--- src/digamma_asymptotic_recurrence_unit_macros.svh ---
// Assertion macros shared by the digamma unit RTL.
`ifndef DIGAMMA_ASYMPTOTIC_RECURRENCE_UNIT_MACROS_SVH
`define DIGAMMA_ASYMPTOTIC_RECURRENCE_UNIT_MACROS_SVH

// Same-cycle implication, sampled on clk, off while rst_n is low.
`define DAR_ASSERT_IMPL(lbl, ante, cons, msg) \
    lbl: assert property (@(posedge clk) disable iff (!rst_n) (ante) |-> (cons)) \
        else $error(msg);

// Next-cycle implication, sampled on clk, off while rst_n is low.
`define DAR_ASSERT_NEXT(lbl, ante, cons, msg) \
    lbl: assert property (@(posedge clk) disable iff (!rst_n) (ante) |=> (cons)) \
        else $error(msg);

`endif

--- src/dar_pkg.sv ---
// Shared constants and types of the digamma unit.
package dar_pkg;

    localparam int FRAC_BITS_DEF = 16;
    localparam int INT_BITS_DEF  = 16;

    localparam logic [15:0] SHIFT_RESET = 16'd253;

    // ln(2) in Q.32
    localparam logic [31:0] LN2_Q32 = 32'd2977044472;
    // reciprocal sum cap, 2^30 real in Q.32
    localparam logic [62:0] RSUM_CAP = 63'h4000_0000_0000_0000;

    localparam logic [1:0] ST_OK   = 2'd0;
    localparam logic [1:0] ST_ZERO = 2'd1;
    localparam logic [1:0] ST_SAT  = 2'd2;

    localparam logic [5:0]  DIV_STEPS = 6'd33;
    localparam logic [33:0] RECIP_REM = 34'h0_8000_0000; // 2^31: numerator 2^64

    // Constant dividers as multiply and shift, exact for numerators up to 2^32:
    // x/12 = (x*RECIP12)>>35, x/120 = (x*RECIP120)>>38, x/252 = (x*RECIP252)>>40
    localparam logic [32:0] RECIP12  = 33'd2863311531;
    localparam logic [32:0] RECIP120 = 33'd2290649225;
    localparam logic [32:0] RECIP252 = 33'd4363141381;

    typedef struct packed {
        logic        start;
        logic [33:0] rem_init;
        logic [32:0] num;
        logic [32:0] den;
    } div_req_t;

    typedef struct packed {
        logic        busy;
        logic        done;
        logic [32:0] quo;
    } div_rsp_t;

endpackage

--- src/dar_div.sv ---
// Radix-2 restoring divider, 33 quotient bits, one bit per cycle.
module dar_div (
    input  logic              clk,
    input  logic              rst_n,
    input  dar_pkg::div_req_t req,
    output dar_pkg::div_rsp_t rsp
);

    logic [33:0] rem_reg;
    logic [32:0] quo_reg;
    logic [32:0] den_reg;
    logic [5:0]  cnt_reg;
    logic        busy_reg;
    logic        done_reg;

    logic [33:0] rem_shift;
    logic        take;
    logic [33:0] rem_next;

    always_comb
    begin
        rem_shift = {rem_reg[32:0], quo_reg[32]};
        take      = rem_shift >= {1'b0, den_reg};
        rem_next  = take ? (rem_shift - {1'b0, den_reg}) : rem_shift;
    end

    always_ff @(posedge clk or negedge rst_n)
    begin
        if (!rst_n)
        begin
            busy_reg <= 1'b0;
            done_reg <= 1'b0;
            cnt_reg  <= '0;
        end
        else
        begin
            done_reg <= 1'b0;
            if (req.start)
            begin
                busy_reg <= 1'b1;
                cnt_reg  <= '0;
            end
            else if (busy_reg)
            begin
                cnt_reg <= cnt_reg + 6'd1;
                if (cnt_reg == dar_pkg::DIV_STEPS - 6'd1)
                begin
                    busy_reg <= 1'b0;
                    done_reg <= 1'b1;
                end
            end
        end
    end

    always_ff @(posedge clk)
    begin
        if (req.start)
        begin
            rem_reg <= req.rem_init;
            quo_reg <= req.num;
            den_reg <= req.den;
        end
        else if (busy_reg)
        begin
            rem_reg <= rem_next;
            quo_reg <= {quo_reg[31:0], take};
        end
    end

    assign rsp.busy = busy_reg;
    assign rsp.done = done_reg;
    assign rsp.quo  = quo_reg;

endmodule

--- config.mk ---
export PLATFORM = sky130hd
export DESIGN_NAME = dar_div
export DESIGN_NICKNAME = d
export VERILOG_FILES = /design/src/digamma_asymptotic_recurrence_unit_macros.svh /design/src/dar_pkg.sv /design/src/dar_div.sv
export SDC_FILE = /design/constraint.sdc
export NUM_CORES = 1
export LEC_CHECK = 0
export ABC_AREA = 1
export ABC_CLOCK_PERIOD_IN_PS = 6830
export BUFFER_PORTS_ARGS = -buffer_cell sky130_fd_sc_hd__buf_2
export CORE_MARGIN = 2
export CORE_UTILIZATION = 59
export CTS_CLUSTER_DIAMETER = 50
export DETAILED_ROUTE_END_ITERATION = 16
export HOLD_SLACK_MARGIN = 0.15
export PLACE_DENSITY = 0.81
export SKIP_LAST_GASP = 1
export SYNTH_ARGS = -nofsm -noshare
export SYNTH_HDL_FRONTEND = slang
export SYNTH_SLANG_ARGS = --single-unit
--- constraint.sdc ---
create_clock -name clk -period 6.83 [get_ports clk]
set_clock_uncertainty 0.05 [all_clocks]
set_input_delay 1.0245 -clock clk [delete_from_list [all_inputs] [get_ports clk]]
set_output_delay 1.0245 -clock clk [all_outputs]
set_load 0.01 [all_outputs]
### Word-level counts from Yosys, hierarchy flattened

Index checks and enable logic that the tools add are counted.

| word-level totals | value |
|---|---|
| register bits after elaboration | 107 |
| bits of input ports | 103 |
| output and inout port bits | 35 |
| word-level logic and storage cells | 24 |

| cells by class | value |
|---|---|
| $add $sub $neg | 2 |
| $lt $le $gt $ge | 1 |
| equality and inequality tests | 1 |
| mux-type cells | 13 |
| reduce and logical (&&, ||, !) cells | 1 |

Operators by type and width:

| operator | count |
|---|---|
| $mux 33 | 5 |
| $ge 34x33->1 | 1 |
| $sub 33x33->33 | 1 |
| $mux 6 | 2 |
| $add 6x1->6 const B | 1 |
| $eq 6x6->1 const B | 1 |
| $mux 1 | 6 |
| $reduce_bool 2->1 | 1 |

### Depth between registers and ports, before layout

Gate-level depths: netlist (run 1).

| logic depth | value |
|---|---|
| word-level depth | 4 |
| mapped depth | 17 |
| mapped depth without buffers | 16 |

### Least setup slack after synthesis (run 1)

No wires, ideal clock.

| path | value |
|---|---|
| path type | input -> register |
| start | input port req[100] in the netlist's numbering |
| end | register quo_reg[0] (enable) |
| setup time | 0.427 ns |
| arrival time | 2.743 ns |
| data required time | 6.353 ns |
| setup slack | 3.610 ns |
| stages | 3 |
| buffers on the path | 1 |
| path through | clkbuf_1 inv_2 nand2_1 |

| between the ends | value |
|---|---|
| cells in the longest elaborated chain, start to end | 1 |

Ends and longest elaborated chain:

| what | line | RTL |
|---|---|---|
| start, declared | dar_div.sv:5 | `input dar_pkg::div_req_t req,` |
| $reduce_bool 2->1 (no line) | -- |  |
| end signal, assigned | dar_div.sv:60 | `quo_reg <= req.num;` |
| end signal, assigned | dar_div.sv:66 | `quo_reg <= {quo_reg[31:0], take};` |
| end, declared | dar_div.sv:10 | `logic [32:0] quo_reg;` |

Every way passes these cells.
A chain may end at the register's enable or synchronous reset.

### Final worst setup path (run 1)

| path | value |
|---|---|
| start | register rem_reg[20] |
| end | register rem_reg[31] (data pin) |

| between the ends | value |
|---|---|
| cells in the longest elaborated chain, start to end | 4 |
| elaborated cells between the ends (all ways) | 5 |
| those cells by class | add/sub (1); order compare (1); mux (3) |

Ends and longest elaborated chain:

| what | line | RTL |
|---|---|---|
| start, declared | dar_div.sv:9 | `logic [33:0] rem_reg;` |
| start signal, assigned | dar_div.sv:59 | `rem_reg <= req.rem_init;` |
| start signal, assigned | dar_div.sv:65 | `rem_reg <= rem_next;` |
| $sub 33x33->33 / $ge 34x33->1 (equally long branches) | dar_div.sv:24, dar_div.sv:23 |  |
| $mux 33 (*) | dar_div.sv:24 | `rem_next = take ? (rem_shift - {1'b0, den_reg}) : rem_shift;` |
| $mux 33 (*) | dar_div.sv:63 | `else if (busy_reg)` |
| $mux 33 (*) | dar_div.sv:57 | `if (req.start)` |

Every way passes the cells marked *; elsewhere a longest branch is shown, timed or not. The select of a mux whose other input is x is not followed.

==> results.cfg, run 1 <==
[timing]
hold_viol_final = 0
setup_viol = 0
worstMarginPinSlew_ns = 0.8082
slew_headroom_pct = 46.12
finalMaxSlewViolations = 0
rsz0062_at_grt = false
fin_setup_tns_ns = 0
fmax_ghz = 0.3098
post-route-period-util_pct = 47.26
period_minus_slack_ns = 3.228

[power_and_ir_drop]
p_per_area_nw_per_um2 = 380.6
ir_drop_v = 0.0002508
leakagePower_uw = 0.004815

[placement]
io_buffers = 136
dp_hpwl_mm = 13.85
gp_congestion = 0.9738
placed_cells = 1339

[synth]
synth_area_leaders = edfxtp_1 (40%), nand2_1 (25%), inv_1 (9.1%), ha_1 (5.8%), nand3_1 (3.9%)
ys_warn_count = 0
synth.distinct_cells = 30
synth_xor_xnor_area_share_pct = 1.755
synth-seq-cells = 107
synth_compound_area_share_pct = 1.738
avgSynthCellArea_um2 = 7.110
ys_seq_area_share_pct = 42.38
netlist_instances = 1053
syn_area_um2 = 7487
synth_top_family_by_area = simple AND/OR/NAND/NOR gates
synth-adder-area-share_pct = 6.116
synth_mux_area_share_pct = 0
syn_nets = 1192
synth-simple-area-share_pct = 37.02
yosysTopAreaCell = edfxtp_1
synth_top_area_share_pct = 39.71

[route]
via_per_inst = 4.939
wl_mm = 18.42
drc_errors = 0
drt_iter0_markers = 429
num_vias = 6693
drt_pass1_iterations = 5
wire_per_inst_um = 13.60
detail-route-antenna-nets = 0

[cts]
clk_pin_slew_worst_paths_ns = 0.08
root_buffer = clkbuf_16
clk_latency_ns = 0.37
cts_setup_buffers = 0
ctsHoldBuffers = 0
clock_sinks = 107
clock_path_buffers = 2
cts-resized-gates = 0
cts_tree = built
numCtsBuffers = 9
h-tree-depth = 3

[worst_setup_path]
cp_num_buf_inv = 1
r2r_end = rem_reg[31]$_DFFE_PP_
path_cells = ha_1, nand2_1, inv_1, nand2_1, nand2_1, nand2_1, nand2_1, nand2_1, nand2_1, nor2_4, nand2_8, nand2_2, nand2_1, nand2_1, nand2_1
rrSetupSlack_ns = 3.60
startpoint_type = flop
crit_arrival_ns = 3.29
cp_common_cell = nand2_1
critPathMaxFanout = 34
cpPeakStageDelay_ns = 0.59
cp_top_family = simple AND/OR/NAND/NOR gates
reg2reg_depth = 15
r2r-start = rem_reg[20]$_DFFE_PP_
criticalPathCategory = reg2reg
required_ns = 6.90
crit_slowest_cell = nor2_4
end_kind = flop

[finish]
nNetsFinal = 1317
final_cell_mix = nand2_1 (495), inv_1 (181), buf_2 (135)
final_common_cell = nand2_1
multi_input_area_um2 = 3493
synthToLayoutAreaGrowth_pct = 14.32
final_cells = 1355
fillers = 1167
drive_above_1_share_pct = 14.37
seq_area_um2 = 3173
diodes = 0

[grt]
grt_max_degree = 74
grt_pass1_wl_mm = 29.68
grt_usage_pct = 28.32
grt_overflow = 0
antenna_found_initial = 0
grt_pass1_vias = 6267

[floorplanning]
die-width_um = 116.7
die_area_um2 = 13610
initial_core_util_pct = 59.82
io_pins = 138
die_y_um = 116.7
coreArea_um2 = 12520
rows = 41

[run_status]
status = completed

[flow_run]
drv_cap = 0

[min_path]
hold_class = in2async
## metal layers
| layer | vias up | global-route usage, % | part of all wire (%) |
|---|---|---|---|
| li1 | 3489 | - | - |
| met1 | 2992 | 37.85 | 45 |
| met2 | 191 | 46.28 | 46 |
| met3 | 21 | 6.331 | 7.3 |
| met4 | 0 | 8.863 | 1.9 |
| met5 | - | 0 | 0 |
## power breakdown
group,internal [µW],switching [µW],leakage [µW],total [µW]
Clock,254,259,0.000133,513
Combinational,628,1150,0.00354,1780
Sequential,893,70.3,0.00114,963
## stage by stage
step,instance area [µm²],setup WS (ns),utilization (%),hold WS [ns],total power (µW)
after floorplan,7487,3.610,-,0.4458,2312
after global placement,8282,3.333,66.16,0.4723,2699
after detailed placement,8282,3.296,66.16,0.4769,2732
after CTS,8559,3.637,68.38,0.4315,3255
after global routing,8559,3.342,68.38,0.4442,3560
final,8559,3.602,68.38,0.4354,3258
## logic make-up after synthesis
logic type | after synthesis
fa+ha+maj | 36
buf+inv | 210
flops | 107
xor+xnor | 15
simple gates | 660
compound gates | 25
## worst max-delay path by stage
stage               slack, ns                     to                  start  depth (start not counted)
finish                   3.60  rem_reg[31]$_DFFE_PP_  rem_reg[20]$_DFFE_PP_                         15
detailed placement       3.30  rem_reg[28]$_DFFE_PP_               req[100]                          5
global route             3.34  rem_reg[31]$_DFFE_PP_  rem_reg[20]$_DFFE_PP_                         15
CTS                      3.64  rem_reg[31]$_DFFE_PP_  rem_reg[20]$_DFFE_PP_                         15
floorplan                3.61   quo_reg[0]$_DFFE_PP_               req[100]                          3
global placement         3.33  rem_reg[28]$_DFFE_PP_               req[100]                          5
## area by class of cell
cell class,instances,area share [%]
Clock buffer,11,2.719
Inverter,185,8.113
Multi-Input combinational cell,736,40.81
Clock inverter,5,0.5262
Timing Repair Buffer,139,8.244
Tap cell,172,2.514
Sequential cell,107,37.07
## synth_stat cells, drive strengths merged
library cell and instances:
a21o 2, a21oi 19, and2 9, buf 13, clkbuf 12, dfrtp 8, edfxtp 99, fa 1
ha 35, inv 185, nand2 500, nand3 60, nand3b 25, nand4 8, nor2 52, nor3 5
nor4 1, o21ai 4, xnor2 14, xor2 1
## worst register-to-register path: cells and delay by family, from the launching register on
kind                       cells  cell delay (ns)
and+or+nand+nor               13             2.07
adders and majority gates      1             0.42
DFF                            1             0.39
buffers and inverters          1             0.05
No activity file was read; power rests on OpenSTA's default activity.
==> inputs of run 2 (changes only) <==
--- a/config.mk
+++ b/config.mk
@@ -6,14 +6,14 @@
 export NUM_CORES = 1
 export LEC_CHECK = 0
 export ABC_AREA = 1
-export ABC_CLOCK_PERIOD_IN_PS = 6830
+export ABC_CLOCK_PERIOD_IN_PS = 3000
 export BUFFER_PORTS_ARGS = -buffer_cell sky130_fd_sc_hd__buf_2
 export CORE_MARGIN = 2
-export CORE_UTILIZATION = 59
+export CORE_UTILIZATION = 57
 export CTS_CLUSTER_DIAMETER = 50
 export DETAILED_ROUTE_END_ITERATION = 16
 export HOLD_SLACK_MARGIN = 0.15
-export PLACE_DENSITY = 0.81
+export PLACE_DENSITY = 0.78
 export SKIP_LAST_GASP = 1
 export SYNTH_ARGS = -nofsm -noshare
 export SYNTH_HDL_FRONTEND = slang
==> constraint.sdc (replaced) <==
create_clock -name clk -period 3 [get_ports clk]
set_clock_uncertainty 0.05 [all_clocks]
set_input_delay 0.45 -clock clk [delete_from_list [all_inputs] [get_ports clk]]
set_output_delay 0.45 -clock clk [all_outputs]
set_load 0.01 [all_outputs]
==> run 2 against run 1 <==
  * Sequential share of layout area is 0.27 points lower
  * Sequential power is 130% higher
  * Register-to-register slack worse by 3.4 ns
  * Critical path depth is 1 lower
  * Utilization is 0.61 points lower
  * Critical path type unchanged
==> results.cfg, run 2 (synthesis results as in run 1) <==
[floorplanning]
die_y_um = 118.6
die-width_um = 118.6
initial_core_util_pct = 58.85
rows = 41
die_area_um2 = 14070
io_pins = 138
coreArea_um2 = 12720

[cts]
clock_sinks = 107
cts_tree = built
numCtsBuffers = 9
clock_path_buffers = 2
h-tree-depth = 3
root_buffer = clkbuf_16
clk_latency_ns = 0.36
cts_setup_buffers = 0
clk_pin_slew_worst_paths_ns = 0.08
cts-resized-gates = 0

[route]
wl_mm = 18.61
drt_pass1_iterations = 5
wire_per_inst_um = 13.70
drt_iter0_markers = 490
num_vias = 6790
via_per_inst = 5.000
detail-route-antenna-nets = 0
drc_errors = 0

[finish]
synthToLayoutAreaGrowth_pct = 15.16
final_cells = 1358
nNetsFinal = 1320
diodes = 0
final_common_cell = nand2_1
design_area_um2 = 8622
drive_above_1_share_pct = 14.67
final_cell_mix = nand2_1 (495), inv_1 (181), buf_2 (135)
finish.utilization_pct = 67.77

[power_and_ir_drop]
leakagePower_uw = 0.004851
p_sw_share_pct = 45.51
p_per_area_nw_per_um2 = 866.7
p_int_uw = 4072
pwr-share-clk_pct = 16.3
pwr-share-comb_pct = 54.3
switching_power_uw = 3401
ir_drop_v = 0.0004347
seqPwrFrac_pct = 29.4

[timing]
whs_ns = 0.2069
hold_viol_final = 0
post-route-period-util_pct = 91.60
worstMarginPinSlew_ns = 1.070
slew_headroom_pct = 28.66
fmax_ghz = 0.3639
setup_viol = 0
finalMaxSlewViolations = 0
rsz0062_at_grt = false
fin_setup_tns_ns = 0
period_minus_slack_ns = 2.748

[worst_setup_path]
path_cells = inv_1, ha_1, inv_1, fa_1, nand3_1, nand3_2, nand2_1, nand2_1, nand2_4, nand2_8, nand2_2, nand2_1, nand2_1, nand2_1
cp_num_buf_inv = 2
startpoint_type = flop
end_kind = flop
crit_arrival_ns = 2.81
cp_top_family = simple AND/OR/NAND/NOR gates
cp_common_cell = nand2_1
crit_slowest_cell = fa_1
critPathMaxFanout = 34
criticalPathCategory = reg2reg
cpPeakStageDelay_ns = 0.44
required_ns = 3.07

[grt]
grt_overflow = 0
grt_pass1_vias = 6689
grt_pass1_wl_mm = 31.25
grt_usage_pct = 27.61
grt_max_degree = 101
antenna_found_initial = 0

[min_path]
hold_class = in2reg

[run_status]
status = completed

[placement]
dpl_cell_area_um2 = 8309
placed_cells = 1341
gp_congestion = 0.9678
io_buffers = 136
dp_hpwl_mm = 14.12

[flow_run]
drv_cap = 0
-- run 2: changes by cell type in the layout (fill, tap and decap cells not counted) --
cell,delta
buf_4,+1
inv_6,-1
buf_12,+1
clkbuf_1,-2
clkinv_2,+1
clkinv_8,+2
clkinvlp_4,-1
inv_8,+1
dlygate4sd3_1,+1
-- run 2: metal layers --
layer / wire, µm / global-route usage [%] / up-vias
met4: 352 / 7.961 / 0
met2: 8560 / 46.48 / 202
li1: - / - / 3500
met5: 0 / 0 / -
met1: 8400 / 36.11 / 3064
met3: 1294 / 5.454 / 24
-- run 2: timing repair --
| item | 4_1_cts | 5_1_grt |
|---|---|---|
| endpoints found under the setup margin | 0 | 0 |
| hold endpoints to repair | 8 | 0 |
| hold buffers | 1 | 0 |
-- run 2: area by class of cell --
type                    instances  area, µm²
repair buffers                142      743.2
fillers                      1190       4100
clock inverters                 7      77.57
inverters                     185      694.4
multi-input cells             736       3493
clock buffers                   9      225.2
well taps                     172      215.2
flip-flops and latches        107       3173
-- run 2: final timing paths --
kind	slack (ns)	end	from	cells after the start
setup reg to reg	0.25	rem_reg[31]$_DFFE_PP_	quo_reg[32]$_DFFE_PP_	14
hold reg to reg	0.50	quo_reg[4]$_DFFE_PP_	quo_reg[3]$_DFFE_PP_	2
max in group asynchronous	2.33	cnt_reg[1]$_DFFE_PN0P_	rst_n	2
min in group asynchronous	0.40	cnt_reg[4]$_DFFE_PN0P_	rst_n	2
setup / recovery	0.25	rem_reg[31]$_DFFE_PP_	quo_reg[32]$_DFFE_PP_	14
hold / removal	0.21	den_reg[31]$_DFFE_PP_	req[31]	1
-- run 2: power by group through the flow --
stage	clock (µW)	combinational, µW	sequential [µW]
global route	1290	4640	2240
finish	1220	4060	2200
global placement	0	3930	2220
CTS	1230	4030	2200
floorplan	0	3060	2200
detailed placement	0	3990	2230
-- run 2: through the flow --
stage,setup slack (ns),total power (µW)
4_1_cts,0.2536,7461
3_3_place_gp,0.3321,6148
6_report,0.2521,7473
5_1_grt,0.05662,8175
2_1_floorplan,0.3547,5263
3_5_place_dp,0.2693,6222
